<file path="config.mk">
export PLATFORM = sky130hd
export DESIGN_NAME = dsar_step
export DESIGN_NICKNAME = d
export VERILOG_FILES = /design/src/hw/rtl/dsar_pkg.sv /design/src/hw/rtl/dsar_step.sv
export SDC_FILE = /design/constraint.sdc
export NUM_CORES = 2
export LEC_CHECK = 0
export BUFFER_PORTS_ARGS = -buffer_cell sky130_fd_sc_hd__buf_2
export CORE_ASPECT_RATIO = 1.5
export CORE_MARGIN = 8
export CORE_UTILIZATION = 29
export CTS_CLUSTER_DIAMETER = 120
export DETAILED_ROUTE_END_ITERATION = 16
export SLEW_MARGIN = 20
export SYNTH_ARGS = -nofsm -noshare
export SYNTH_HDL_FRONTEND = slang
export SYNTH_SLANG_ARGS = --single-unit
export TNS_END_PERCENT = 1
</file>
<file path="constraint.sdc">
create_clock -name i_clk -period 6.3 [get_ports i_clk]
set_input_delay 0.63 -clock i_clk [delete_from_list [all_inputs] [get_ports i_clk]]
set_output_delay 0.63 -clock i_clk [all_outputs]
set_load 0.005 [all_outputs]
</file>
<file path="src/hw/rtl/dsar_pkg.sv">
package dsar_pkg;

    localparam int FRAC_BITS = 8;

    localparam int TGT_W   = 25;
    localparam int SPEED_W = 24;
    localparam int TIME_W  = 32;
    localparam int DT_W    = 7;
    localparam int ACC_W   = 20;
    localparam int FREQ_W  = 16;
    localparam int CNT_W   = 32;
    localparam int CMD_W   = 2;
    localparam int CFG_W   = 20;
    localparam int IDX_W   = 2;

    // step = floor(accel * dt * 2^FRAC_BITS / 1000), 1000 = 8 * 125
    localparam int STEP_SHIFT       = FRAC_BITS - 3;
    localparam int STEP_X_W         = ACC_W + DT_W + STEP_SHIFT;
    localparam int STEP_RECIP_W     = 26;
    localparam int STEP_RECIP_SHIFT = 32;
    localparam int STEP_PROD_W      = STEP_X_W + STEP_RECIP_W;
    localparam int STEP_W           = 25;

    // odometry = floor(speed * dt / (1000 * 2^FRAC_BITS))
    localparam int ODO_Y_W         = SPEED_W + DT_W;
    localparam int ODO_SHIFT       = FRAC_BITS + 3;
    localparam int ODO_Z_W         = ODO_Y_W - ODO_SHIFT;
    localparam int ODO_RECIP_W     = 21;
    localparam int ODO_RECIP_SHIFT = 27;
    localparam int ODO_PROD_W      = ODO_Z_W + ODO_RECIP_W;
    localparam int ODO_Q_W         = 14;
    localparam int ODO_REM_W       = ODO_Z_W + 1;

    localparam logic [STEP_RECIP_W-1:0] STEP_RECIP = 26'd34359738;
    localparam logic [ODO_RECIP_W-1:0]  ODO_RECIP  = 21'd1073741;
    localparam logic [6:0]              DIV_BASE   = 7'd125;

    localparam logic [DT_W-1:0]    DT_MAX_MS     = 7'd100;
    localparam logic [DT_W-1:0]    DT_DEFAULT_MS = 7'd10;
    localparam logic [FREQ_W-1:0]  FREQ_MAX      = 16'd50000;
    localparam logic [FREQ_W-1:0]  FREQ_MIN      = 16'd1;
    localparam logic [FREQ_W-1:0]  FREQ_ON_MIN   = 16'd10;
    localparam logic [SPEED_W-1:0] SPEED_SAT     = 24'hFFFFFF;
    localparam logic [SPEED_W-1:0] MIN_SPEED     = SPEED_W'(10 << FRAC_BITS);
    localparam logic [SPEED_W-1:0] ROUND_HALF    = SPEED_W'(1 << (FRAC_BITS - 1));
    localparam logic [ACC_W-1:0]   ACCEL_RESET   = 20'd20000;

    localparam logic [IDX_W-1:0] REG_MAX_ACCEL   = 2'd0;
    localparam logic [IDX_W-1:0] REG_LEFT_REV    = 2'd1;
    localparam logic [IDX_W-1:0] REG_RIGHT_REV   = 2'd2;

    // pipeline stages
    localparam int NSTAGE  = 9;
    localparam int ST_IN   = 0;
    localparam int ST_MUL  = 1;
    localparam int ST_REC  = 2;
    localparam int ST_STEP = 3;
    localparam int ST_RAMP = 4;
    localparam int ST_FREQ = 5;
    localparam int ST_ODOM = 6;
    localparam int ST_CNT  = 7;
    localparam int ST_OUT  = 8;

    typedef enum logic [CMD_W-1:0] {
        CMD_SET   = 2'd0,
        CMD_STOP  = 2'd1,
        CMD_CLEAR = 2'd2
    } t_cmd;

    typedef struct packed {
        logic [NSTAGE-1:0] vld;
        logic [NSTAGE-1:0] en;
        logic [NSTAGE-1:0] go;
    } t_pipe_ctl;

    typedef struct packed {
        t_cmd               cmd;
        logic [DT_W-1:0]    dt;
        logic               both_zero;
        logic [SPEED_W-1:0] lmag;
        logic               lneg;
        logic [SPEED_W-1:0] rmag;
        logic               rneg;
    } t_front;

    typedef struct packed {
        logic               dir;
        logic [SPEED_W-1:0] speed;
        logic [FREQ_W-1:0]  freq;
        logic [CNT_W-1:0]   count;
    } t_lane_out;

endpackage

</file>
<file path="src/hw/rtl/dsar_step.sv">
module dsar_step (
    input  logic                        i_clk,
    input  logic                        i_rst_n,
    input  dsar_pkg::t_pipe_ctl         i_ctl,
    input  logic [dsar_pkg::CMD_W-1:0]  i_command,
    input  logic [dsar_pkg::TGT_W-1:0]  i_left_target,
    input  logic [dsar_pkg::TGT_W-1:0]  i_right_target,
    input  logic [dsar_pkg::TIME_W-1:0] i_now_ms,
    input  logic [dsar_pkg::ACC_W-1:0]  i_max_accel,
    output dsar_pkg::t_front            o_front,
    output logic [dsar_pkg::STEP_W-1:0] o_step
);
    import dsar_pkg::*;

    localparam int MUL_W = ACC_W + DT_W;

    function automatic logic [SPEED_W:0] f_mag(input logic [TGT_W-1:0] v);
        logic [TGT_W-1:0] m;
        m = v[TGT_W-1] ? (~v + TGT_W'(1)) : v;
        // only the most negative code overflows 24 bits
        if (m[TGT_W-1]) begin
            return {v[TGT_W-1], SPEED_SAT};
        end
        return {v[TGT_W-1], m[SPEED_W-1:0]};
    endfunction

    logic [TIME_W-1:0]      r_last_time;
    logic [TIME_W-1:0]      n_diff;
    t_front                 n_s0;
    t_front                 r_s0;
    t_front                 r_s1;
    t_front                 r_s2;
    t_front                 r_s3;
    logic [MUL_W-1:0]       r_s1_p;
    logic [STEP_X_W-1:0]    n_s2_x;
    logic [STEP_X_W-1:0]    r_s2_x;
    logic [STEP_PROD_W-1:0] r_s2_prod;
    logic [STEP_W-1:0]      n_q0;
    logic [STEP_X_W-1:0]    n_rem;
    logic [STEP_W-1:0]      n_step;
    logic [STEP_W-1:0]      r_s3_step;
    logic [SPEED_W:0]       n_lm;
    logic [SPEED_W:0]       n_rm;

    always_comb begin
        n_diff = i_now_ms - r_last_time;
        n_lm   = f_mag(i_left_target);
        n_rm   = f_mag(i_right_target);
        n_s0.cmd       = t_cmd'(i_command);
        n_s0.both_zero = (i_left_target == '0) && (i_right_target == '0);
        n_s0.lneg      = n_lm[SPEED_W];
        n_s0.lmag      = n_lm[SPEED_W-1:0];
        n_s0.rneg      = n_rm[SPEED_W];
        n_s0.rmag      = n_rm[SPEED_W-1:0];
        if ((n_diff == '0) || (n_diff > TIME_W'(DT_MAX_MS))) begin
            n_s0.dt = DT_DEFAULT_MS;
        end else begin
            n_s0.dt = n_diff[DT_W-1:0];
        end
    end

    always_ff @(posedge i_clk) begin
        if (!i_rst_n) begin
            r_last_time <= '0;
        end else if (i_ctl.go[ST_IN] && (t_cmd'(i_command) == CMD_SET)) begin
            r_last_time <= i_now_ms;
        end
    end

    assign n_s2_x = {r_s1_p, {STEP_SHIFT{1'b0}}};

    // reciprocal quotient is exact or one low
    always_comb begin
        n_q0   = r_s2_prod[STEP_RECIP_SHIFT +: STEP_W];
        n_rem  = r_s2_x - (STEP_X_W'(n_q0) * STEP_X_W'(DIV_BASE));
        n_step = n_q0 + STEP_W'(n_rem >= STEP_X_W'(DIV_BASE));
    end

    always_ff @(posedge i_clk) begin
        if (i_ctl.en[ST_IN]) begin
            r_s0 <= n_s0;
        end
        if (i_ctl.en[ST_MUL]) begin
            r_s1   <= r_s0;
            r_s1_p <= MUL_W'(i_max_accel) * MUL_W'(r_s0.dt);
        end
        if (i_ctl.en[ST_REC]) begin
            r_s2      <= r_s1;
            r_s2_x    <= n_s2_x;
            r_s2_prod <= STEP_PROD_W'(n_s2_x) * STEP_PROD_W'(STEP_RECIP);
        end
        if (i_ctl.en[ST_STEP]) begin
            r_s3      <= r_s2;
            r_s3_step <= n_step;
        end
    end

    assign o_front = r_s3;
    assign o_step  = r_s3_step;

    ap_step_rem: assert property (@(posedge i_clk) disable iff (!i_rst_n)
        i_ctl.vld[ST_REC] |-> (n_rem < STEP_X_W'(2 * DIV_BASE)))
        else $error("step quotient correction out of range");

endmodule

</file>
[Word level (Yosys, flattened, before mapping)]
Cells that the tools add are included.
Word-level totals
  bits in registers: 402
  input bits: 133
  output and inout port bits: 85
  word-level logic and storage cells: 60
Operators by class
  $add $sub $neg: 5
  multipliers: 3
  $lt $le $gt $ge: 2
  mux-type cells: 8
  bitwise gates (word level): 2
  reduce and logical (&&, ||, !) cells: 7
Operator list (number)
  2-to-1 mux 25 bit: 6
  subtractor 32 bit: 2
  multiplier 27 x 25 -> 51 bit, second input constant: 1
  adder 25 x 1 -> 25 bit, second input constant: 2
  zero test 25 bit: 2
  inverter 25 bit: 2
  greater-or-equal comparator 32 x 7 -> 1 bit, second input constant: 1
  greater-than comparator 32 x 7 -> 1 bit, second input constant: 1
  zero test 32 bit: 1
  multiplier 25 x 7 -> 32 bit, second input constant: 1
  multiplier 20 x 7 -> 27 bit: 1
  adder 25 x 1 -> 25 bit: 1
  logical AND 1 bit: 2
  zero test 2 bit: 1
  2-to-1 mux 1 bit: 2
  logical OR 1 bit: 1

[Longest topological paths before layout]
  depth in word-level cells: 5
  mapped depth: 30
  gate-level depth less buffers: 29

[Worst setup path after synthesis]
No wires, ideal clock.
  kind: register to register
  start: register r_s2_prod[41]
  end: register r_s3_step[24] (netlist: o_step[24]) (data pin)
  setup time: 259 ps
  arrival time: 6387 ps
  data required time: 6041 ps
  path slack: -346 ps
  cell stages (with the launch flop): 28
  buffers on the path: 1
  clock period less this slack: 6646 ps
  cell sequence: edfxtp_1 -> inv_1 -> fa_1 -> fa_1 -> inv_1 -> fa_1 -> fa_1 -> inv_1 -> ha_1 -> clkbuf_1 -> a21o_1 -> a31oi_1 -> a311oi_1 -> o22a_1 -> a31o_2 -> a221oi_1 -> mux2i_1 -> a21oi_1 -> nand4_1 -> ha_1 -> ha_1 -> and3_1 -> and3_1 -> nand3_1 -> nor2_1 -> and3_1 -> nand3_1 -> xnor2_1
On the way
  word-level cells in the longest chain between the ends: 4
Ends and longest elaborated chain
  from (decl): line dsar_step.sv:37  | logic [STEP_PROD_W-1:0] r_s2_prod;
  from (signal assigned): line dsar_step.sv:90  | r_s2_prod <= STEP_PROD_W'(n_s2_x) * STEP_PROD_W'(STEP_RECIP);
  multiplier 25 x 7 -> 32 bit: line dsar_step.sv:75  | n_rem = r_s2_x - (STEP_X_W'(n_q0) * STEP_X_W'(DIV_BASE));
  subtractor 32 bit: line dsar_step.sv:75
  greater-or-equal comparator 32 x 7 -> 1 bit: line dsar_step.sv:76  | n_step = n_q0 + STEP_W'(n_rem >= STEP_X_W'(DIV_BASE));
  adder 25 x 1 -> 25 bit (*): line dsar_step.sv:76
  named net n_step[24]: line dsar_step.sv:40  | logic [STEP_W-1:0] n_step;
  to (signal assigned): line dsar_step.sv:94  | r_s3_step <= n_step;
  to (decl): line dsar_step.sv:41  | logic [STEP_W-1:0] r_s3_step;
Mark *: on every way through the listed nets, which the timed path passes. The rest lies on a longest branch.
A chain may end at the register's enable or synchronous reset.

[Final worst setup path]
  start: register r_s2_prod[33]
  end: register r_s3_step[24] (netlist: o_step[24]) (data pin)
The elaborated chain is that of the path after synthesis.

==> summary.txt <==
Outcome
  – Status: complete, but fails checks
  – Failing checks: setup timing

Synthesis
  – Synth area leader: edfxtp_1
  – Syn_nets: 4,398
  – FF+latch count, synth: 376
  – Mapped Cells: 3,380
  – Sequential share of the synthesized area: 0.307
  – Netlist cell types: 93
  – Yosys top cell area share: 0.289
  – Syn. warnings: 0
  – Syn Std Cell Area: 35,700 um^2
  – Top cells by area, synth: edfxtp_1, fa_1, ha_1
  – Top_reg_cell synth: edfxtp_1
  – Asr flop ratio synth: 0
  – Post-synth EDFFs: 344
  – Syn_area_per_cell: 10.6 um^2

Floorplan
  – IO Pins: 218
  – Number of core rows: 157
  – Die Ht: 446 um
  – Horiz. Die Dim: 303 um
  – Die footprint: 135,000 um^2
  – Initial core utilization: 0.292
  – Core area: 122,000 um^2

Clocking
  – Total CTS buffers: 43
  – Worst-Skew Late Latency: 0.60 ns
  – Max clock buf depth: 3
  – Cts hold-fix bufs: 0
  – CTS tree: yes
  – Worst-path clk slew: 0.06 ns
  – Root buffer cell: clkbuf_16
  – CTS sink count: 376
  – H-tree depth: 2

Routing
  – Vias/cell: 4.52
  – Via count: 24,900
  – Drt drc: 0
  – Final ANT Viol Nets: 0
  – DRT Pass-1 Iters: 5
  – WL final: 89.9 mm
  – WL per Instance: 16.3 um
  – 1st-iter DRT viols: 934

Placed design
  – Placed cells: 5,400
  – RePlAce Congestion: 0.891
  – # port buffers: 195
  – Dpl cell area: 40,700 um^2
  – Detailed placement HPWL: 75.7 mm
  – Placement Setup Slack: -0.620 ns

GRT
  – Gr ovfl total: 0
  – Vias in the first global route: 27,200
  – Largest net degree at the start of global routing: 61
  – GRT Overall Usage: 0.134
  – Initial antenna violation count: 11
  – First-pass GRT wire length: 143 mm

Timing
  – Slew Viols, Final: 0
  – Worst hold margin: 0.230 ns
  – Worst Setup Slack, final: -0.259 ns
  – Tmin final: 6.56 ns
  – Final hold viol count: 0
  – Slew @ Worst Pin: 0.892 ns
  – RSZ-0062 raised after global routing: yes
  – FMAX: 0.152 GHz
  – Endpoints failing setup: 17
  – Relative slew slack: 0.406
  – Tcrit/Tclk final: 1.04
  – Setup Skew: 0.0134 ns

Min path
  – Hold Path Stages: 1
  – Worst Hold Launch: i_command[1]
  – Hold Path Class: in2reg

Layout
  – Area Overhead vs Synth: 19.5%
  – Design area: 42,700 um^2
  – Post-Layout Cell Count: 5,501
  – Most common cell after layout, fill and taps aside: inv_1
  – Nets@finish: 4,891
  – Commonest cells after routing, fill and taps aside: inv_1, ha_1, fa_1, edfxtp_1, buf_4
  – Layout cells sized above 1: 0.173

Critical path
  – Slowest cell delay on critical path: 0.59 ns
  – Worst Setup Start Kind: register
  – Worst Path Max Fanout: 3
  – R2R cell count: 28
  – WP data required: 6.65 ns
  – Critical setup path kind: reg2reg
  – Crit end category: register
  – Worst R2R Start: r_s2_prod[33]
  – CP most frequent cell: fa_1
  – Slowest CP cell: fa_1
  – Worst setup path start: r_s2_prod[33]
  – Critical Path AT: 6.91 ns

Job
  – Max_cap viols: 0
## metal layers
| metal | track usage | wire, um | vias to the layer above |
|---|---|---|---|
| li1 | - | - | 12000 |
| met1 | 0.132 | 32200 | 12200 |
| met2 | 0.261 | 48500 | 455 |
| met3 | 0.0248 | 3870 | 212 |
| met4 | 0.0702 | 5290 | 4 |
| met5 | 0 | 26 | - |
## worst paths after layout
| check | endpoint | slack, ns |
|---|---|---|
| setup / recovery | o_step[24] | -0.26 |
| hold / removal | r_s0[59] | 0.23 |
| setup reg to reg | o_step[24] | -0.26 |
| hold reg to reg | r_s2[39] | 0.41 |
## state kept, by name, indices dropped and copies added, names as in the netlist
| name | flops |
|---|---|
| r_s2_x | 25 |
| o_front | 60 |
| o_step | 25 |
| r_s1_p | 27 |
| r_s2_prod | 27 |
| r_s2 | 60 |
| r_last_time | 32 |
| r_s1 | 60 |
| r_s0 | 60 |
## synth_stat cells (9+ instances only)
master and instances:
a21boi_0 36, a211oi_1 14, nand2_1 301, a31oi_1 27, fa_1 410, xnor2_1 60, nor3_1 25, a21o_1 54
nand2b_1 18, nor2_1 118, o21ai_0 116, clkbuf_1 40, xor2_1 28, nand3_1 49, and2_1 41, ha_1 475
o21bai_1 17, nand4_1 14, edfxtp_1 344, o21a_1 18, or3_1 15, o31ai_1 9, and3_1 20, dfxtp_1 32
nor2b_1 16, nor4_1 18, mux2i_1 10, a21oi_1 110, inv_1 798
## stage by stage
stage,TNS [ns],util
2_1_floorplan,-0.0139,-
6_report,-2.24,0.349
5_1_grt,-8.31,0.349
3_3_place_gp,-12.18,0.333
3_5_place_dp,-13.88,0.333
4_1_cts,-2.69,0.348
## what timing repair did
| item | CTS | global route |
|---|---|---|
| pin swaps | 50 | 16 |
| setup buffers | 15 | 3 |
| resized for setup | 59 | 16 |
| setup endpoints to repair | 39 | 44 |
## worst max-delay path: cells and delay by family, from the launching register on
family                   cells  cell delay, ns
AO/OA/AOI/OAI                5            1.23
XOR/XNOR                     2            0.15
flip-flops                   1            0.43
AND/OR/NAND/NOR             10            1.50
buffers and inverters        4            0.33
adder cells (fa/ha/maj)      7            2.69
## cell type report
| type | instances | area, um^2 |
|---|---|---|
| diodes | 5 | 12.5 |
| clock buffers | 51 | 1120 |
| clock inverters | 27 | 322 |
| fillers | 12300 | 79500 |
| inverters | 799 | 3000 |
| multi-input cells | 2154 | 22000 |
| flip-flops and latches | 376 | 11000 |
| well taps | 1590 | 1990 |
| repair buffers | 499 | 3300 |
## logic make-up after synthesis
kind of cell | synth area share
multiplexers | 0.00280
AND/OR/NAND/NOR | 0.0915
flip-flops | 0.307
buffers and inverters | 0.0906
XOR/XNOR | 0.0216
AO/OA/AOI/OAI | 0.0899
adder cells (fa/ha/maj) | 0.396
Power is not shown: default switching activity piles up to over one toggle a cycle in this logic, so the estimate is an artifact.
