`src/hw/rtl/dsar_pkg.sv`:
```
package dsar_pkg;

    localparam int FRAC_BITS = 8;

    localparam int TGT_W   = 25;
    localparam int SPEED_W = 24;
    localparam int TIME_W  = 32;
    localparam int DT_W    = 7;
    localparam int ACC_W   = 20;
    localparam int FREQ_W  = 16;
    localparam int CNT_W   = 32;
    localparam int CMD_W   = 2;
    localparam int CFG_W   = 20;
    localparam int IDX_W   = 2;

    // step = floor(accel * dt * 2^FRAC_BITS / 1000), 1000 = 8 * 125
    localparam int STEP_SHIFT       = FRAC_BITS - 3;
    localparam int STEP_X_W         = ACC_W + DT_W + STEP_SHIFT;
    localparam int STEP_RECIP_W     = 26;
    localparam int STEP_RECIP_SHIFT = 32;
    localparam int STEP_PROD_W      = STEP_X_W + STEP_RECIP_W;
    localparam int STEP_W           = 25;

    // odometry = floor(speed * dt / (1000 * 2^FRAC_BITS))
    localparam int ODO_Y_W         = SPEED_W + DT_W;
    localparam int ODO_SHIFT       = FRAC_BITS + 3;
    localparam int ODO_Z_W         = ODO_Y_W - ODO_SHIFT;
    localparam int ODO_RECIP_W     = 21;
    localparam int ODO_RECIP_SHIFT = 27;
    localparam int ODO_PROD_W      = ODO_Z_W + ODO_RECIP_W;
    localparam int ODO_Q_W         = 14;
    localparam int ODO_REM_W       = ODO_Z_W + 1;

    localparam logic [STEP_RECIP_W-1:0] STEP_RECIP = 26'd34359738;
    localparam logic [ODO_RECIP_W-1:0]  ODO_RECIP  = 21'd1073741;
    localparam logic [6:0]              DIV_BASE   = 7'd125;

    localparam logic [DT_W-1:0]    DT_MAX_MS     = 7'd100;
    localparam logic [DT_W-1:0]    DT_DEFAULT_MS = 7'd10;
    localparam logic [FREQ_W-1:0]  FREQ_MAX      = 16'd50000;
    localparam logic [FREQ_W-1:0]  FREQ_MIN      = 16'd1;
    localparam logic [FREQ_W-1:0]  FREQ_ON_MIN   = 16'd10;
    localparam logic [SPEED_W-1:0] SPEED_SAT     = 24'hFFFFFF;
    localparam logic [SPEED_W-1:0] MIN_SPEED     = SPEED_W'(10 << FRAC_BITS);
    localparam logic [SPEED_W-1:0] ROUND_HALF    = SPEED_W'(1 << (FRAC_BITS - 1));
    localparam logic [ACC_W-1:0]   ACCEL_RESET   = 20'd20000;

    localparam logic [IDX_W-1:0] REG_MAX_ACCEL   = 2'd0;
    localparam logic [IDX_W-1:0] REG_LEFT_REV    = 2'd1;
    localparam logic [IDX_W-1:0] REG_RIGHT_REV   = 2'd2;

    // pipeline stages
    localparam int NSTAGE  = 9;
    localparam int ST_IN   = 0;
    localparam int ST_MUL  = 1;
    localparam int ST_REC  = 2;
    localparam int ST_STEP = 3;
    localparam int ST_RAMP = 4;
    localparam int ST_FREQ = 5;
    localparam int ST_ODOM = 6;
    localparam int ST_CNT  = 7;
    localparam int ST_OUT  = 8;

    typedef enum logic [CMD_W-1:0] {
        CMD_SET   = 2'd0,
        CMD_STOP  = 2'd1,
        CMD_CLEAR = 2'd2
    } t_cmd;

    typedef struct packed {
        logic [NSTAGE-1:0] vld;
        logic [NSTAGE-1:0] en;
        logic [NSTAGE-1:0] go;
    } t_pipe_ctl;

    typedef struct packed {
        t_cmd               cmd;
        logic [DT_W-1:0]    dt;
        logic               both_zero;
        logic [SPEED_W-1:0] lmag;
        logic               lneg;
        logic [SPEED_W-1:0] rmag;
        logic               rneg;
    } t_front;

    typedef struct packed {
        logic               dir;
        logic [SPEED_W-1:0] speed;
        logic [FREQ_W-1:0]  freq;
        logic [CNT_W-1:0]   count;
    } t_lane_out;

endpackage

```
`src/hw/rtl/dsar_merge.sv`:
```
module dsar_merge (
    input  logic                              i_clk,
    input  logic                              i_en,
    input  dsar_pkg::t_lane_out               i_left,
    input  dsar_pkg::t_lane_out               i_right,
    output logic                              o_left_dir,
    output logic                              o_right_dir,
    output logic                              o_left_pulse_on,
    output logic                              o_right_pulse_on,
    output logic [dsar_pkg::FREQ_W-1:0]       o_left_freq,
    output logic [dsar_pkg::FREQ_W-1:0]       o_right_freq,
    output logic signed [dsar_pkg::TGT_W-1:0] o_left_speed_report,
    output logic signed [dsar_pkg::TGT_W-1:0] o_right_speed_report,
    output logic [dsar_pkg::CNT_W-1:0]        o_left_count,
    output logic [dsar_pkg::CNT_W-1:0]        o_right_count
);
    import dsar_pkg::*;

    function automatic logic [TGT_W-1:0] f_report(input logic d,
                                                  input logic [SPEED_W-1:0] s);
        logic [TGT_W-1:0] v;
        v = {1'b0, s};
        return d ? v : (~v + TGT_W'(1));
    endfunction

    always_ff @(posedge i_clk) begin
        if (i_en) begin
            o_left_dir           <= i_left.dir;
            o_right_dir          <= i_right.dir;
            o_left_pulse_on      <= (i_left.speed >= MIN_SPEED);
            o_right_pulse_on     <= (i_right.speed >= MIN_SPEED);
            o_left_freq          <= i_left.freq;
            o_right_freq         <= i_right.freq;
            o_left_speed_report  <= signed'(f_report(i_left.dir, i_left.speed));
            o_right_speed_report <= signed'(f_report(i_right.dir, i_right.speed));
            o_left_count         <= i_left.count;
            o_right_count        <= i_right.count;
        end
    end

endmodule

```
`config.mk`:
```
export PLATFORM = sky130hd
export DESIGN_NAME = dsar_merge
export DESIGN_NICKNAME = d
export VERILOG_FILES = /design/src/hw/rtl/dsar_pkg.sv /design/src/hw/rtl/dsar_merge.sv
export SDC_FILE = /design/constraint.sdc
export NUM_CORES = 1
export LEC_CHECK = 0
export ABC_AREA = 1
export BUFFER_PORTS_ARGS = -buffer_cell sky130_fd_sc_hd__buf_4
export CORE_AREA = 2 2 158 160
export CTS_CLUSTER_DIAMETER = 120
export CTS_CLUSTER_SIZE = 28
export DETAILED_ROUTE_END_ITERATION = 7
export DIE_AREA = 0 0 160 162
export PLACE_DENSITY = 0.58
export SLEW_MARGIN = 5
export SYNTH_ARGS = -nofsm -noshare
export SYNTH_HDL_FRONTEND = slang
export SYNTH_SLANG_ARGS = --single-unit
export TNS_END_PERCENT = 5
```
`constraint.sdc`:
```
create_clock -name i_clk -period 1.2 [get_ports i_clk]
set_input_delay 0.24 -clock i_clk [delete_from_list [all_inputs] [get_ports i_clk]]
set_output_delay 0.24 -clock i_clk [all_outputs]
set_load 0.005 [all_outputs]
```
# Word level (Yosys, flattened, before mapping)
# Cells that the tools add are included.
[op_classes]
n_lt_le_gt_ge = 2
bitwise_logic = 2
muxes = 2
add_sub_neg = 2
[ops]
columns = ["operator", "n"]
rows = [
  ["adder 25 x 1 -> 25 bit (second input constant)", 2],
  ["inverter 24 -> 25 bit", 2],
  ["greater-or-equal comparator 24 x 12 -> 1 bit (second input constant)", 2],
  ["2-to-1 mux 24 bit", 2],
]
[totals]
in_bits = 148
regBits = 150

# Longest topological paths before layout
# Gate-level depths: netlist (run 1).
[logic_depth]
word_depth = 3
mapped_depth = 9
mapped_depth_nobuf = 9

# Least setup slack after synthesis (run 1)
# No wires, ideal clock.
[synth_timing]
path_kind = "input to register"
start = "in i_left[48] (netlist bit)"
end = "reg o_left_speed_report[10] (netlist bit) (data pin)"
path_slack_ps = -39
required_time_ps = 943
arrival_ps = 983
stages = 6
cell_sequence = "inv_1 ha_1 nand2_2 o21ai_2 nand2_1 xor2_1"
[synth_between]
elab_chain_cells = 3
[synth_lines]
columns = ["item", "line_no", "source"]
rows = [
  ["start: declaration", "dsar_merge.sv:4", "input dsar_pkg::t_lane_out i_left,"],
  ["inverter 24 -> 25 bit", "dsar_merge.sv:23", "return d ? v : (~v + TGT_W'(1));"],
  ["adder 25 x 1 -> 25 bit", "dsar_merge.sv:23", ""],
  ["2-to-1 mux 24 bit", "dsar_merge.sv:23", ""],
  ["end signal: assignment", "dsar_merge.sv:34", "o_left_speed_report <= signed'(f_report(i_left.dir, i_left.speed));"],
  ["end: declaration", "dsar_merge.sv:12", "output logic signed [dsar_pkg::TGT_W-1:0] o_left_speed_report,"],
]
# Every way passes these cells.
# A chain may end at the register's enable or synchronous reset.

# Worst setup path in the final report (run 1)
[layout_timing]
start = "reg o_left_speed_report[6] (netlist bit)"
end = "out o_left_speed_report[6] (netlist bit)"
# No word-level cell between the ends.

==> results of run 1 <==
per-stage QoR:
stage,TNS [ns],hold slack (ns),cell area [um^2],utilization (%),total power (W)
global placement,-5.63,0.418,9070,37.6,0.00841
finish,-0.0427,0.100,10800,44.8,0.0138
CTS,-0.882,0.00185,10600,44.1,0.0139
global route,-2.69,0.111,10800,44.8,0.0144
detailed placement,-5.93,0.419,9070,37.6,0.00845
floorplan,-0.0452,0.339,5970,-,0.00693
placed cells by master (no fill, tap or decap), drive strengths merged:
| master | n |
|---|---|
| dlygate4sd3 | 98 |
| nand3 | 21 |
| nor3 | 1 |
| buf | 354 |
| o21ai | 30 |
| clkinvlp | 4 |
| xor2 | 18 |
| nor2 | 52 |
| nand4 | 10 |
| and2 | 1 |
| clkinv | 2 |
| inv | 36 |
| xnor2 | 11 |
| edfxtp | 150 |
| ha | 2 |
| clkbuf | 18 |
| nand2 | 102 |
| nand3b | 3 |
cell type report:
cell class | instances | area, um^2 | share of cell area (%)
clock buffer | 18 | 429 | 3.97
clock inverter | 14 | 115 | 1.07
inverter | 28 | 105 | 0.973
multi-input combinational | 251 | 1330 | 12.3
sequential | 150 | 4500 | 41.7
tap | 324 | 405 | 3.75
timing repair buffer | 452 | 3910 | 36.2
repair_timing:
| item | 4_1_cts | 5_1_grt |
|---|---|---|
| hold endpoints to repair | 97 | 1 |
| pin swaps | 0 | 0 |
| setup endpoints to repair | 58 | 132 |
| hold buffers | 97 | 1 |
| gates cloned | 0 | 0 |
| gates resized for setup | 15 | 40 |
sequential cells by signal (all words and copies together) (netlist names):
| name | cells |
|---|---|
| o_left_dir | 1 |
| o_left_freq | 16 |
| o_left_pulse_on | 1 |
| o_right_dir | 1 |
| o_left_speed_report | 25 |
| o_right_count | 32 |
| o_right_speed_report | 25 |
| o_right_freq | 16 |
| o_right_pulse_on | 1 |
| o_left_count | 32 |
tightest hold or removal path: stages:
cell and delay (ns):
buf_4 0.09, nand2_1 0.05, nand2_1 0.04
power by group through the flow:
stage               Clock [W]  Combinational [W]  Sequential, W
finish                0.00506            0.00224        0.00646
global route          0.00544            0.00242        0.00650
CTS                   0.00525            0.00220        0.00644
detailed placement          0            0.00191        0.00654
global placement            0            0.00189        0.00652
floorplan                   0           0.000350        0.00658
kinds of logic (layout without fill, tap and decap cells):
| kind of cell | after synthesis | after routing |
|---|---|---|
| adder cells (fa/ha/maj) | 2 | 2 |
| XOR/XNOR | 29 | 29 |
| AND/OR/NAND/NOR | 190 | 190 |
| flip-flops | 150 | 150 |
| buffers and inverters | 32 | 512 |
| AO/OA/AOI/OAI | 30 | 30 |
metal layers:
metal  share of wire [%]  track usage [%]
met5                   0                0
met4                0.84             3.52
met3                 8.7             5.18
met2                  50             24.8
met1                  40             15.9
path summary, 6_finish.rpt:
kind | slack (ns) | startpoint | endpoint | cells after the start
worst min-delay path | 0.10 | i_left[71] | o_left_speed_report[23] | 3
worst max-delay path | -0.02 | o_left_speed_report[6] | o_left_speed_report[6] | 1
==> run_results.csv, run 1 <==
group,metric,value,unit
place,pre_cts_ws,-0.226,ns
synthesis,yosysMostFrequentCell,"edfxtp_1",
cts,numCtsBuffers,17,
floorplanning,coreArea,24100,um^2
floorplanning,ios,298,
routing,wl_per_cell,15.0,um
timing,fin_ws,-0.0174,ns
pwr,p_int,0.0104,W
cells_and_area,layout-drive-gt1-share,44.8,%
pwr,p_sw_share,24.5,%
cts,path_clk_slew,0.07,ns
pwr,p_per_area,1270,nW/um^2
global_routing,antenna_found_initial,0,
pwr,ir_drop,0.756,mV
synthesis,synthCells,433,
place,io_buffers,297,
timing,fmax,821,MHz
synthesis,synth_compound_area_share,3.42,%
worst_setup_path,crit_buf_inv,1,
floorplanning,die-area,25900,um^2
routing,vias,5013,
worst_setup_path,crit_chain,"buf_6",
global_routing,grt_max_degree,48,
pwr,p_leak,4.61,nW
status,failed_checks,"setup timing",
synthesis,synthXorXnorAreaFrac,4.28,%
place,placed_cells,1107,
cells_and_area,num_antenna_cells,0,
floorplanning,num_rows,57,
timing,slew_viol_final,0,
timing,finalSetupViolCount,6,
timing,worst_slew_pin_slew,0.377,ns
synthesis,synth_top_cell_area_share,75.9,%
routing,viasPerCell,4.05,
cells_and_area,area_growth,82.1,%
synthesis,ys_types,22,
timing,period_share,101,%
routing,first_pass_iters,7,
synthesis,synth-seq-cells,150,
worst_setup_path,critPathLaunchType,"flop",
place,gp_congestion,0.840,
worst_setup_path,worstPathRequired,0.96,ns
worst_setup_path,crit_slowest_cell,"edfxtp_1",
global_routing,grt_pass1_vias,5258,
synthesis,muxShareOfSynthArea,0,%
cells_and_area,fillers,2232,
timing,hold_viol,0,
synthesis,synth_warnings,0,
place,dp_hpwl,13700,um
synthesis,synthAdderAreaFrac,0.422,%
cts,postCtsSetupBuffers,0,
synthesis,synth_area_leaders,"edfxtp_1 (76%), nand2_1 (5.9%), nor2_1 (3.1%)",
global_routing,grt_pass1_wl,27900,um
worst_setup_path,path_delay_family,"flip-flops",
synthesis,synthTopCellsByCount,"edfxtp_1 (150), nand2_1 (93), nor2_1 (49), inv_1 (26), nand3_1 (21)",
pwr,power_switching,0.00337,W
timing,slew_headroom,74.6,%
pwr,clock_power_share,36.8,%
floorplanning,die_x,160,um
routing,wl,18600,um
worst_setup_path,slowest_delay,0.42,ns
cts,cts_buffer_depth,2,
timing,min_period,1.22,ns
status,outcome,"finished with violations",
synthesis,syn_area,5930,um^2
global_routing,track_usage,13.9,%
cts,cts_root_buf,"clkbuf_16",
worst_hold_path,hp-class,"input port to flop",
worst_setup_path,critPathArrivalTime,0.98,ns
floorplanning,start_util,24.6,%
synthesis,ys.flop_type,"edfxtp_1",
cts,clock_sinks,150,
cts,cts_tree,"yes",
worst_setup_path,end_kind,"output pin",
routing,drtAntennaViolNets,0,
routing,remaining_drc_errors,0,
routing,first_iter_violations,204,
timing,rsz0062_at_grt,"true",
synthesis,yosys.area.top_type,"edfxtp_1",
synthesis,synth_top_family_by_area,"simple AND/OR/NAND/NOR gates",
synthesis,async_flop_share,0,%
cts,htree_levels,4,
cells_and_area,stdcell_count,1237,
floorplanning,die_h,162,um
cells_and_area,final_net_count,1050,
synthesis,synth_nets,583,
synthesis,seq_area_frac_synth,75.9,%
pwr,seqPwrFrac,46.9,%
worst_setup_path,crit_type,"flop to output pin",
job,cap_violations,0,
global_routing,grt-ovfl-total,0,
synthesis,synth_edf_count,150,
synthesis,avgSynthCellArea,13.7,um^2
pwr,power.share.combinational,16.3,%
worst_setup_path,crit_fanout,1,
synthesis,yosys.area_share.simple,13.6,%
(Power assumes the default switching activity.)
==> inputs of run 2 (changes only) <==
Settings changed: CORE_AREA 2 2 158 160 to 2 2 124 126, DIE_AREA 0 0 160 162 to 0 0 126 128, PLACE_DENSITY 0.58 to 0.83.
==> run 2 against run 1 <==
  * The flow still finishes with violations (setup timing)
  * Fmax decreased by 4.8%
  * Critical endpoint is now o_right_count[19]
  * Largest power group unchanged
  * Highest routed layer unchanged
  * Sequential power about the same
  * First-iteration DRC count increased to 2.8 times the previous value
  * Final cell count decreased by 11%
==> run_results.csv, run 2 (synthesis gave the netlist of run 1 again) <==
group,metric,value,unit
worst_setup_path,crit_slowest_cell,"edfxtp_1",
place,io_buffers,297,
worst_setup_path,end_kind,"output pin",
place,gp_congestion,0.903,
worst_setup_path,worst_setup_path_startpoint,"o_right_count[19]",
worst_setup_path,crit_chain,"buf_6",
worst_setup_path,crit_buf_inv,1,
cts,clock_sinks,150,
cells_and_area,fin_area,10600,um^2
cells_and_area,top_regs,"o_left_count (32), o_right_count (32)",
pwr,power_switching,0.00340,W
worst_hold_path,hp-class,"input port to flop",
worst_hold_path,min-delay-start,"i_left[71]",
pwr,p_leak,4.59,nW
pwr,seqPwrFrac,46.5,%
pwr,p_per_area,1310,nW/um^2
global_routing,track_usage,25.4,%
timing,period_share,107,%
floorplanning,ios,298,
floorplanning,coreArea,14900,um^2
timing,hold_viol,0,
cells_and_area,most-common-layout-cells,"buf_4 (281), edfxtp_1 (150), dlygate4sd3_1 (98)",
timing,finalSetupViolCount,48,
timing,fmax,782,MHz
cts,cts_buffer_depth,2,
routing,wl_per_cell,19.6,um
global_routing,grt_max_degree,38,
worst_setup_path,worstPathRequired,0.96,ns
cts,htree_levels,4,
place,dp_hpwl,14100,um
routing,first_iter_violations,564,
timing,slew_viol_final,0,
global_routing,grt_pass1_wl,30500,um
cells_and_area,fillers,956,
pwr,p_sw_share,24.4,%
pwr,clock_power_share,36.8,%
worst_setup_path,crit_fanout,1,
place,pre_cts_ws,-0.249,ns
worst_setup_path,crit_type,"flop to output pin",
pwr,totalPowerFinal,0.0140,W
place,dpl-instance-area,8860,um^2
cts,cts_root_buf,"clkbuf_16",
timing,fin_tns_setup,-1.02,ns
status,outcome,"finished with violations",
floorplanning,die_h,128,um
global_routing,antenna_found_initial,1,
timing,worst_slew_pin_slew,0.408,ns
global_routing,grt-ovfl-total,0,
cells_and_area,area_growth,79.0,%
worst_setup_path,critPathLaunchType,"flop",
worst_hold_path,hold_depth,3,
status,failed_checks,"setup timing",
worst_hold_path,min_to,"o_left_speed_report[23]",
routing,wl,21500,um
pwr,power.share.combinational,16.7,%
cts,path_clk_slew,0.07,ns
job,cap_violations,0,
worst_setup_path,slowest_delay,0.46,ns
routing,drtAntennaViolNets,0,
timing,rsz0062_at_grt,"true",
floorplanning,die_x,126,um
cells_and_area,final_net_count,1043,
cells_and_area,layout-drive-gt1-share,44.2,%
cts,cts_tree,"yes",
worst_setup_path,critPathArrivalTime,1.04,ns
routing,viasPerCell,4.89,
worst_setup_path,path_delay_family,"flip-flops",
floorplanning,start_util,39.9,%
timing,fin_ws,-0.0792,ns
routing,remaining_drc_errors,0,
global_routing,grt_pass1_vias,5338,
timing,min_period,1.28,ns
routing,vias,5350,
cts,numCtsBuffers,17,
floorplanning,die-area,16100,um^2
pwr,p_int,0.0106,W
timing,slew_headroom,72.5,%
cells_and_area,final_common_cell,"buf_4",
routing,first_pass_iters,5,
floorplanning,num_rows,45,
pwr,ir_drop,0.908,mV
==> run 2: area by class of cell <==
cell class / count / area, um^2 / area share (%)
sequential: 150 / 4500 / 42.4
timing repair buffer: 445 / 3890 / 36.6
multi-input combinational: 251 / 1330 / 12.5
clock buffer: 19 / 433 / 4.08
tap: 188 / 235 / 2.21
clock inverter: 13 / 123 / 1.15
inverter: 28 / 105 / 0.990
antenna: 1 / 2.50 / 0.0236
==> run 2: worst max path at each step <==
| stage | end | slack [ns] | cells past startpoint |
|---|---|---|---|
| after floorplan | o_left_speed_report[10] | -0.02 | 6 |
| after global placement | o_left_speed_report[20] | -0.22 | 10 |
| after detailed placement | o_left_speed_report[20] | -0.25 | 10 |
| after CTS | o_right_count[19] | -0.09 | 1 |
| after global routing | o_right_count[19] | -0.11 | 1 |
| final | o_right_count[19] | -0.08 | 1 |
==> run 2: timing repair <==
item,4_1_cts,5_1_grt
resized for setup,16,43
cloned,0,0
endpoints found under the setup margin,35,117
hold endpoints to repair,96,2
buffers inserted,0,0
hold buffers,96,2
==> run 2: per-layer routing <==
metal	vias to the layer above	share of wire (%)	global-route usage, %
li1	2443	-	-
met1	2530	38	30.8
met2	327	51	43.7
met3	50	7.8	6.93
met4	0	3.2	9.76
met5	-	0	0
==> run 2: metrics by stage <==
step	hold slack, ns	cells	util, %
after floorplan	0.339	433	-
after global placement	0.418	964	59.6
after detailed placement	0.419	964	59.6
after CTS	0.000182	1092	70.2
after global routing	0.104	1095	71.4
final	0.101	1095	71.4
==> run 2: power by group through the flow <==
| stage | registers, W | logic (W) | clock network (W) |
|---|---|---|---|
| 6_report | 0.00649 | 0.00233 | 0.00514 |
| 5_1_grt | 0.00653 | 0.00247 | 0.00539 |
| 4_1_cts | 0.00645 | 0.00221 | 0.00510 |
| 3_3_place_gp | 0.00652 | 0.00187 | 0 |
| 3_5_place_dp | 0.00654 | 0.00190 | 0 |
| 2_1_floorplan | 0.00658 | 0.000350 | 0 |
