==> config.mk <==
export PLATFORM = sky130hd
export DESIGN_NAME = dsar_lane
export DESIGN_NICKNAME = d
export VERILOG_FILES = /design/src/hw/rtl/dsar_pkg.sv /design/src/hw/rtl/dsar_lane.sv
export SDC_FILE = /design/constraint.sdc
export NUM_CORES = 2
export LEC_CHECK = 0
export ABC_AREA = 1
export BUFFER_PORTS_ARGS = -buffer_cell sky130_fd_sc_hd__buf_2
export CAP_MARGIN = 20
export CORE_UTILIZATION = 30
export DETAILED_ROUTE_END_ITERATION = 12
export GPL_TIMING_DRIVEN = 0
export HOLD_SLACK_MARGIN = 0.02
export SLEW_MARGIN = 30
export SYNTH_ARGS = -nofsm -noshare
export SYNTH_HDL_FRONTEND = slang
export SYNTH_SLANG_ARGS = --single-unit
==> constraint.sdc <==
create_clock -name i_clk -period 14.6 [get_ports i_clk]
set_input_delay 2.19 -clock i_clk [delete_from_list [all_inputs] [get_ports i_clk]]
set_output_delay 2.19 -clock i_clk [all_outputs]
set_load 0.1 [all_outputs]
==> src/hw/rtl/dsar_pkg.sv <==
package dsar_pkg;

    localparam int FRAC_BITS = 8;

    localparam int TGT_W   = 25;
    localparam int SPEED_W = 24;
    localparam int TIME_W  = 32;
    localparam int DT_W    = 7;
    localparam int ACC_W   = 20;
    localparam int FREQ_W  = 16;
    localparam int CNT_W   = 32;
    localparam int CMD_W   = 2;
    localparam int CFG_W   = 20;
    localparam int IDX_W   = 2;

    // step = floor(accel * dt * 2^FRAC_BITS / 1000), 1000 = 8 * 125
    localparam int STEP_SHIFT       = FRAC_BITS - 3;
    localparam int STEP_X_W         = ACC_W + DT_W + STEP_SHIFT;
    localparam int STEP_RECIP_W     = 26;
    localparam int STEP_RECIP_SHIFT = 32;
    localparam int STEP_PROD_W      = STEP_X_W + STEP_RECIP_W;
    localparam int STEP_W           = 25;

    // odometry = floor(speed * dt / (1000 * 2^FRAC_BITS))
    localparam int ODO_Y_W         = SPEED_W + DT_W;
    localparam int ODO_SHIFT       = FRAC_BITS + 3;
    localparam int ODO_Z_W         = ODO_Y_W - ODO_SHIFT;
    localparam int ODO_RECIP_W     = 21;
    localparam int ODO_RECIP_SHIFT = 27;
    localparam int ODO_PROD_W      = ODO_Z_W + ODO_RECIP_W;
    localparam int ODO_Q_W         = 14;
    localparam int ODO_REM_W       = ODO_Z_W + 1;

    localparam logic [STEP_RECIP_W-1:0] STEP_RECIP = 26'd34359738;
    localparam logic [ODO_RECIP_W-1:0]  ODO_RECIP  = 21'd1073741;
    localparam logic [6:0]              DIV_BASE   = 7'd125;

    localparam logic [DT_W-1:0]    DT_MAX_MS     = 7'd100;
    localparam logic [DT_W-1:0]    DT_DEFAULT_MS = 7'd10;
    localparam logic [FREQ_W-1:0]  FREQ_MAX      = 16'd50000;
    localparam logic [FREQ_W-1:0]  FREQ_MIN      = 16'd1;
    localparam logic [FREQ_W-1:0]  FREQ_ON_MIN   = 16'd10;
    localparam logic [SPEED_W-1:0] SPEED_SAT     = 24'hFFFFFF;
    localparam logic [SPEED_W-1:0] MIN_SPEED     = SPEED_W'(10 << FRAC_BITS);
    localparam logic [SPEED_W-1:0] ROUND_HALF    = SPEED_W'(1 << (FRAC_BITS - 1));
    localparam logic [ACC_W-1:0]   ACCEL_RESET   = 20'd20000;

    localparam logic [IDX_W-1:0] REG_MAX_ACCEL   = 2'd0;
    localparam logic [IDX_W-1:0] REG_LEFT_REV    = 2'd1;
    localparam logic [IDX_W-1:0] REG_RIGHT_REV   = 2'd2;

    // pipeline stages
    localparam int NSTAGE  = 9;
    localparam int ST_IN   = 0;
    localparam int ST_MUL  = 1;
    localparam int ST_REC  = 2;
    localparam int ST_STEP = 3;
    localparam int ST_RAMP = 4;
    localparam int ST_FREQ = 5;
    localparam int ST_ODOM = 6;
    localparam int ST_CNT  = 7;
    localparam int ST_OUT  = 8;

    typedef enum logic [CMD_W-1:0] {
        CMD_SET   = 2'd0,
        CMD_STOP  = 2'd1,
        CMD_CLEAR = 2'd2
    } t_cmd;

    typedef struct packed {
        logic [NSTAGE-1:0] vld;
        logic [NSTAGE-1:0] en;
        logic [NSTAGE-1:0] go;
    } t_pipe_ctl;

    typedef struct packed {
        t_cmd               cmd;
        logic [DT_W-1:0]    dt;
        logic               both_zero;
        logic [SPEED_W-1:0] lmag;
        logic               lneg;
        logic [SPEED_W-1:0] rmag;
        logic               rneg;
    } t_front;

    typedef struct packed {
        logic               dir;
        logic [SPEED_W-1:0] speed;
        logic [FREQ_W-1:0]  freq;
        logic [CNT_W-1:0]   count;
    } t_lane_out;

endpackage

==> src/hw/rtl/dsar_lane.sv <==
module dsar_lane (
    input  logic                         i_clk,
    input  logic                         i_rst_n,
    input  dsar_pkg::t_pipe_ctl          i_ctl,
    input  dsar_pkg::t_cmd               i_cmd,
    input  logic [dsar_pkg::DT_W-1:0]    i_dt,
    input  logic                         i_both_zero,
    input  logic [dsar_pkg::SPEED_W-1:0] i_mag,
    input  logic                         i_neg,
    input  logic [dsar_pkg::STEP_W-1:0]  i_step,
    input  logic                         i_reversed,
    output dsar_pkg::t_lane_out          o_lane
);
    import dsar_pkg::*;

    localparam int FREQ_RAW_W = SPEED_W + 1 - FRAC_BITS;

    logic [SPEED_W-1:0]    r_speed;
    logic [SPEED_W-1:0]    n_speed;
    logic                  r_dir;
    logic                  n_dir;
    logic [SPEED_W-1:0]    n_ramp;
    logic [SPEED_W-1:0]    n_diff;
    t_cmd                  r_s4_cmd;
    logic [DT_W-1:0]       r_s4_dt;

    logic [FREQ_W-1:0]     r_freq;
    logic [FREQ_W-1:0]     n_freq;
    logic [SPEED_W:0]      n_round;
    logic [FREQ_RAW_W-1:0] n_fraw;
    t_cmd                  r_s5_cmd;
    logic [SPEED_W-1:0]    r_s5_speed;
    logic                  r_s5_dir;
    logic [ODO_Y_W-1:0]    r_s5_y;

    t_cmd                  r_s6_cmd;
    logic [SPEED_W-1:0]    r_s6_speed;
    logic                  r_s6_dir;
    logic [FREQ_W-1:0]     r_s6_freq;
    logic [ODO_Z_W-1:0]    r_s6_z;
    logic [ODO_PROD_W-1:0] r_s6_prod;

    logic [ODO_Q_W-1:0]    n_q0;
    logic [ODO_REM_W-1:0]  n_rem;
    logic [ODO_Q_W-1:0]    n_inc;
    logic [CNT_W-1:0]      r_count;
    logic [SPEED_W-1:0]    r_s7_speed;
    logic                  r_s7_dir;
    logic [FREQ_W-1:0]     r_s7_freq;

    // ramp stage
    always_comb begin
        if (i_mag >= r_speed) begin
            n_diff = i_mag - r_speed;
            n_ramp = (STEP_W'(n_diff) <= i_step) ? i_mag
                                                 : r_speed + i_step[SPEED_W-1:0];
        end else begin
            n_diff = r_speed - i_mag;
            n_ramp = (STEP_W'(n_diff) <= i_step) ? i_mag
                                                 : r_speed - i_step[SPEED_W-1:0];
        end
        n_speed = r_speed;
        n_dir   = r_dir;
        case (i_cmd)
            CMD_SET: begin
                n_speed = i_both_zero ? '0 : n_ramp;
                n_dir   = (!i_neg) ^ i_reversed;
            end
            CMD_STOP: begin
                n_speed = '0;
            end
            default: begin
                n_speed = r_speed;
            end
        endcase
    end

    always_ff @(posedge i_clk) begin
        if (!i_rst_n) begin
            r_speed <= '0;
            r_dir   <= 1'b0;
        end else if (i_ctl.go[ST_RAMP]) begin
            r_speed <= n_speed;
            r_dir   <= n_dir;
        end
    end

    // frequency stage
    always_comb begin
        n_round = {1'b0, r_speed} + (SPEED_W + 1)'(ROUND_HALF);
        n_fraw  = n_round[SPEED_W:FRAC_BITS];
        if (n_fraw > FREQ_RAW_W'(FREQ_MAX)) begin
            n_freq = FREQ_MAX;
        end else if (n_fraw == '0) begin
            n_freq = FREQ_MIN;
        end else begin
            n_freq = n_fraw[FREQ_W-1:0];
        end
    end

    always_ff @(posedge i_clk) begin
        if (!i_rst_n) begin
            r_freq <= FREQ_MIN;
        end else if (i_ctl.go[ST_FREQ] && (r_s4_cmd == CMD_SET) && (r_speed >= MIN_SPEED)) begin
            r_freq <= n_freq;
        end
    end

    // odometry correction and counter
    always_comb begin
        n_q0  = r_s6_prod[ODO_RECIP_SHIFT +: ODO_Q_W];
        n_rem = ODO_REM_W'(r_s6_z) - (ODO_REM_W'(n_q0) * ODO_REM_W'(DIV_BASE));
        n_inc = n_q0 + ODO_Q_W'(n_rem >= ODO_REM_W'(DIV_BASE));
    end

    always_ff @(posedge i_clk) begin
        if (!i_rst_n) begin
            r_count <= '0;
        end else if (i_ctl.go[ST_CNT]) begin
            case (r_s6_cmd)
                CMD_SET: begin
                    r_count <= r_count + CNT_W'(n_inc);
                end
                CMD_CLEAR: begin
                    r_count <= '0;
                end
                default: begin
                    r_count <= r_count;
                end
            endcase
        end
    end

    always_ff @(posedge i_clk) begin
        if (i_ctl.en[ST_RAMP]) begin
            r_s4_cmd <= i_cmd;
            r_s4_dt  <= i_dt;
        end
        if (i_ctl.en[ST_FREQ]) begin
            r_s5_cmd   <= r_s4_cmd;
            r_s5_speed <= r_speed;
            r_s5_dir   <= r_dir;
            r_s5_y     <= ODO_Y_W'(r_speed) * ODO_Y_W'(r_s4_dt);
        end
        if (i_ctl.en[ST_ODOM]) begin
            r_s6_cmd   <= r_s5_cmd;
            r_s6_speed <= r_s5_speed;
            r_s6_dir   <= r_s5_dir;
            r_s6_freq  <= r_freq;
            r_s6_z     <= r_s5_y[ODO_Y_W-1:ODO_SHIFT];
            r_s6_prod  <= ODO_PROD_W'(r_s5_y[ODO_Y_W-1:ODO_SHIFT]) * ODO_PROD_W'(ODO_RECIP);
        end
        if (i_ctl.en[ST_CNT]) begin
            r_s7_speed <= r_s6_speed;
            r_s7_dir   <= r_s6_dir;
            r_s7_freq  <= r_s6_freq;
        end
    end

    assign o_lane.dir   = r_s7_dir;
    assign o_lane.speed = r_s7_speed;
    assign o_lane.freq  = r_s7_freq;
    assign o_lane.count = r_count;

    ap_odo_rem: assert property (@(posedge i_clk) disable iff (!i_rst_n)
        i_ctl.vld[ST_ODOM] |-> (n_rem < ODO_REM_W'(2 * DIV_BASE)))
        else $error("odometry quotient correction out of range");

    ap_on_freq: assert property (@(posedge i_clk) disable iff (!i_rst_n)
        (i_ctl.vld[ST_CNT] && (r_s7_speed >= MIN_SPEED)) |-> (r_s7_freq >= FREQ_ON_MIN))
        else $error("pulse enabled with stale frequency");

endmodule

* Yosys cells after proc, flatten, opt, wreduce, memory -nomap -nowiden *
Cells that the tools add are included.

word-level totals
  flip-flop bits (word level) = 285
  output and inout port bits = 73

operators by class
  add/sub/neg operators = 8
  multipliers = 3
  magnitude comparators = 6
  equality and inequality tests = 2
  multiplexer cells = 8
  bitwise operators = 1
  reductions and logical operators = 12

operators by type and width
  cell                                                                                    count
  24-bit two-way mux                                                                      4
  24-bit subtractor                                                                       3
  32-bit case mux with 2 select lines                                                     1
  24-bit by 25-bit less-or-equal comparator with 1-bit output                             2
  24-bit case mux with 2 select lines                                                     1
  20-bit by 21-bit multiplier with 41-bit output (second input constant)                  1
  32-bit by 14-bit adder with 32-bit output                                               1
  16-bit two-way mux                                                                      2
  24-bit by 7-bit multiplier with 31-bit output                                           1
  24-bit by 8-bit adder with 25-bit output (second input constant)                        1
  24-bit adder                                                                            1
  24-bit by 12-bit greater-or-equal comparator with 1-bit output (second input constant)  1
  24-bit greater-or-equal comparator                                                      1
  21-bit by 7-bit greater-or-equal comparator with 1-bit output (second input constant)   1
  14-bit by 7-bit multiplier with 21-bit output (second input constant)                   1
  20-bit by 21-bit subtractor with 21-bit output                                          1
  17-bit by 16-bit greater-than comparator with 1-bit output (second input constant)      1
  17-bit zero test                                                                        1
  14-bit by 1-bit adder with 14-bit output                                                1
  2-bit zero test                                                                         3
  2-bit AND reduction                                                                     3
  2-bit nonzero test                                                                      2
  2-bit by 1-bit equality test with 1-bit output (second input constant)                  1
  2-bit equality test (second input constant)                                             1
  3 further kinds                                                                         4

* Depth between registers and ports, before layout *
  depth in word-level cells = 6
  depth in mapped cells = 40

* Least setup slack after synthesis *
No wires, ideal clock.

  path type = register to register
  start point = register r_s6_prod[31]
  end point = register r_count[16]
  arrival time = 6.353 ns
  slack = 8.177 ns
  stages on the path, launching flop included = 34
  buffers on the path = 0
  path through = edfxtp_1 -> inv_1 -> fa_1 -> fa_1 -> fa_1 -> inv_1 -> fa_1 -> inv_1 -> ha_1 -> a21oi_1 -> o21ai_0 -> inv_1 -> nand3_1 -> a21oi_1 -> o21ai_0 -> xnor2_1 -> nor2_1 -> nand2_1 -> ha_1 -> ha_1 -> nand4_1 -> inv_1 -> nand2_1 -> xor2_1 -> ha_1 -> nand2_1 -> nor2_1 -> nand3b_1 -> nand2_1 -> nand2_1 -> o21ai_0 -> nand2_1 -> or2_2 -> a21oi_1

on the way
  cells in the longest elaborated chain, start to end = 6

ends and longest elaborated chain
  what                                                           line              RTL
  from (decl)                                                    dsar_lane.sv:41   logic [ODO_PROD_W-1:0] r_s6_prod;
  from (signal assigned)                                         dsar_lane.sv:151  r_s6_prod <= ODO_PROD_W'(r_s5_y[ODO_Y_W-1:ODO_SHIFT]) * ODO_PROD_W'(ODO_RECIP);
  14-bit by 7-bit multiplier with 21-bit output                  dsar_lane.sv:112  n_rem = ODO_REM_W'(r_s6_z) - (ODO_REM_W'(n_q0) * ODO_REM_W'(DIV_BASE));
  20-bit by 21-bit subtractor with 21-bit output                 dsar_lane.sv:112
  21-bit by 7-bit greater-or-equal comparator with 1-bit output  dsar_lane.sv:113  n_inc = n_q0 + ODO_Q_W'(n_rem >= ODO_REM_W'(DIV_BASE));
  14-bit by 1-bit adder with 14-bit output *                     dsar_lane.sv:113
  32-bit by 14-bit adder with 32-bit output *                    dsar_lane.sv:122  r_count <= r_count + CNT_W'(n_inc);
  32-bit case mux with 2 select lines *                          dsar_lane.sv:120  case (r_s6_cmd)
  to (signal assigned)                                           dsar_lane.sv:122
  to (signal assigned)                                           dsar_lane.sv:128  r_count <= r_count;
  to (decl)                                                      dsar_lane.sv:46   logic [CNT_W-1:0] r_count;

Mark *: on every way between the ends. The rest lies on a longest branch, timed or not.
A chain may end at the register's enable or synchronous reset.

* Worst setup path after layout *
Ends and elaborated chain as after synthesis.

==> results.sh <==
export IMPL_internal_power_w=0.00342
export IMPL_nets=5170
export IMPL_clkPwrFrac_pct=8.8
export IMPL_postCtsHoldBufs=0
export IMPL_fin_crit_ns=7.58
export IMPL_start_util_pct=30.4
export IMPL_setup_viol=0
export IMPL_synth_seq_area_share_pct=20.8
export IMPL_vias_per_cell=4.73
export IMPL_gp_congestion=0.966
export IMPL_io_pins=163
export IMPL_die_h_um=330
export IMPL_synthToLayoutAreaGrowth_pct=10.5
export IMPL_layout_commonest_cell="nand2_1"
export IMPL_wl_met2_um=46000
export IMPL_drv_slew=0
export IMPL_antenna_found_initial=1
export IMPL_finalSetupTns_ns=0
export IMPL_design_core_area_um2=106000
export IMPL_violations="design-rule violations"
export IMPL_peakVddDrop_v=0.000588
export IMPL_htreeDepth=1
export IMPL_seqPwrFrac_pct=11.5
export IMPL_ant_nets=0
export IMPL_met3WireLength_um=4440
export IMPL_yosysWarnings=0
export IMPL_syn_num_nets=4996
export IMPL_port_buffers=142
export IMPL_grt_util_all_layers_pct=18.1
export IMPL_ys_flop_type="edfxtp_1"
export IMPL_skew_ns=0.0264
export IMPL_async_flop_share_pct=0
export IMPL_dp_hpwl_um=84000
export IMPL_total_power_w=0.00771
export IMPL_crit_slowest_cell="fa_1"
export IMPL_cts_setup_buffers=0
export IMPL_ff2ff_setup_slack_ns=7.02
export IMPL_cts_tree="yes"
export IMPL_slowest_delay_ns=0.55
export IMPL_netlist_area_um2=32200
export IMPL_wire_per_inst_um=17.1
export IMPL_ctsRootBufferMaster="clkbuf_16"
export IMPL_maxUsedRoutingLayer="met4"
export IMPL_final_cell_mix="nand2_1, inv_1, ha_1, a21oi_1, nor2_1"
export IMPL_via_count=27200
export IMPL_grt_pass1_vias=26900
export IMPL_synth_distinct_cells=53
export IMPL_die_area_um2=109000
export IMPL_fillerInstances=11300
export IMPL_rows=119
export IMPL_crit_path_frequent_cell="nand2_1"
export IMPL_combPwrFrac_pct=79.7
export IMPL_power_per_cell_area_nw_per_um2=217
export IMPL_cts_resized=0
export IMPL_clock_sinks=247
export IMPL_clkTransAtPathRegs_ns=0.06
export IMPL_cp_end_kind="register"
export IMPL_clk_path_buf_depth=3
export IMPL_insertion_delay_ns=0.58
export IMPL_crit_type="register to register"
export IMPL_slew_headroom_pct=38.8
export IMPL_fmax_ghz=0.132
export IMPL_cp_data_required_time_ns=15.10
export IMPL_max_cap_violations=0
export IMPL_startpoint_type="register"
export IMPL_min_path_type="register to register"
export IMPL_final_hold_viol_count=0
export IMPL_p_leak_nw=18.7
export IMPL_cts_inserted_buffers=29
export IMPL_crit_fanout=7
export IMPL_grt_pass1_wl_um=152000
export IMPL_synth_edf_count=174
export IMPL_worst_pin_slew_ns=0.919
export IMPL_die_x_um=330
export IMPL_grt_max_degree=48
export IMPL_drc=1
export IMPL_diodes=0
export IMPL_rsz0062_at_grt="no"
export IMPL_power_switching_w=0.00429
export IMPL_grt_overflow=0
export IMPL_fin_crit_sh_pct=51.9
export IMPL_wl_met1_um=45500
export IMPL_firstDrtPassIters=10
export IMPL_status="finished, violations left"
export IMPL_netlist_instances=4171
export IMPL_drt_total_wl_um=98600
export IMPL_arrival_ns=8.07
export IMPL_synth_avg_cell_area_um2=7.72
export IMPL_sw_frac_of_total_pct=55.7
export IMPL_utilization_pct=33.6
export IMPL_dr_first_iter_drc_count=1810
export IMPL_synth_seq_cells=247
export IMPL_drive_gt1_share_pct=6.62
stage by stage:
step,instances,worst slack (ns),instance area [um^2],hold WS (ns)
2_1_floorplan,4171,8.18,32200,0.400
3_3_place_gp,5704,7.09,34600,0.401
3_5_place_dp,5705,7.05,34700,0.405
4_1_cts,5755,7.03,35500,0.411
5_1_grt,5755,6.40,35500,0.413
6_report,5755,7.02,35500,0.418
cell families after synthesis:
group	after synthesis	share of synthesized area [%]
adders and majority gates	735	34.7
buffers and inverters	935	11.4
xor gates and xnor gates	130	3.54
DFF	247	20.8
AOI/OAI and AO/OA	487	8.43
and+or+nand+nor	1637	21.2
power groups by stage:
stage	sequential [W]	clock, W	combinational (W)
final	0.000885	0.000678	0.00614
after global routing	0.000893	0.000727	0.00719
after CTS	0.000888	0.000708	0.00613
after detailed placement	0.000902	0	0.00608
after global placement	0.000902	0	0.00606
after floorplan	0.000932	0	0.00473
flip-flops by register name, summed over array words and instances, names as in the netlist, 2 cells and up:
name        count
r_s6_freq      16
r_s7_speed     24
r_s5_y         20
r_s5_cmd        2
r_s6_speed     24
r_speed        24
r_s6_prod      14
r_s5_speed     24
r_count        32
r_s6_cmd        2
r_freq         16
r_s6_z         20
r_s7_freq      16
r_s4_cmd        2
r_s4_dt         7
area by class of cell:
| type | count | area [um^2] | area share [%] |
|---|---|---|---|
| timing repair buffer | 143 | 749 | 2.11 |
| multi-input combinational | 2989 | 21800 | 61.5 |
| buffer | 98 | 513 | 1.44 |
| clock buffer | 35 | 768 | 2.16 |
| tap | 1391 | 1740 | 4.90 |
| sequential | 247 | 6690 | 18.8 |
| inverter | 837 | 3140 | 8.84 |
| clock inverter | 15 | 100 | 0.282 |
layer usage:
layer	vias up	GRT usage, %
met1	13000	24.8
met5	-	0
met2	622	30.3
met4	0	5.07
met3	114	1.52
li1	13600	-
path summary, 6_finish.rpt:
check,from,to,cells past startpoint
max,r_s6_prod[31],r_count[16],33
min,r_s6_speed[0],r_s7_speed[0],0
max reg2reg,r_s6_prod[31],r_count[16],33
min reg2reg,r_s6_speed[0],r_s7_speed[0],0
critical path, delay by kind of cell, from the launching register on:
kind / cells / cell delay [ns]
adders and majority gates: 8 / 3.24
AOI/OAI and AO/OA: 8 / 1.55
and+or+nand+nor: 10 / 1.27
buffers and inverters: 5 / 0.63
DFF: 1 / 0.47
xor gates and xnor gates: 2 / 0.34
Yosys cell counts, types with 2 or more instances:
master    instances  share of area (%)
nand3_1         246                3.8
a21boi_0         10               0.23
or2_2            13               0.25
fa_1            262                 16
o21ai_1           7               0.11
nand3b_1         11               0.26
clkbuf_1         40               0.47
and2_1            4              0.078
edfxtp_1        174                 16
nor2_2            2              0.039
o211ai_1          6               0.14
buf_4             7               0.16
inv_2             7              0.082
nand2_1         977                 11
nand2_4           3               0.10
clkinv_1          3              0.035
dfxtp_1          73                4.5
clkbuf_8          2              0.086
nor2_1          275                3.2
a221oi_1          3              0.082
a31oi_1          13               0.25
nand2_2           2              0.039
a211oi_1          3              0.070
o21ai_2           2              0.054
nor3_1           36               0.56
nand3_2           3              0.093
inv_1           827                9.6
a21o_1           25               0.58
a21oi_1         276                4.3
nor4_1            9               0.17
ha_1            473                 18
o21a_1           10               0.23
o221a_2           3               0.10
buf_6             6               0.21
o21bai_1         20               0.47
nor3_2            3              0.093
buf_2            36               0.56
nor2_4            2              0.070
clkbuf_2          7               0.11
nand4_1          47               0.91
xnor2_1          21               0.57
o21ai_0          99                1.5
xor2_1          109                3.0
o221ai_1          5               0.14
Power figures use the tool's default switching activity.
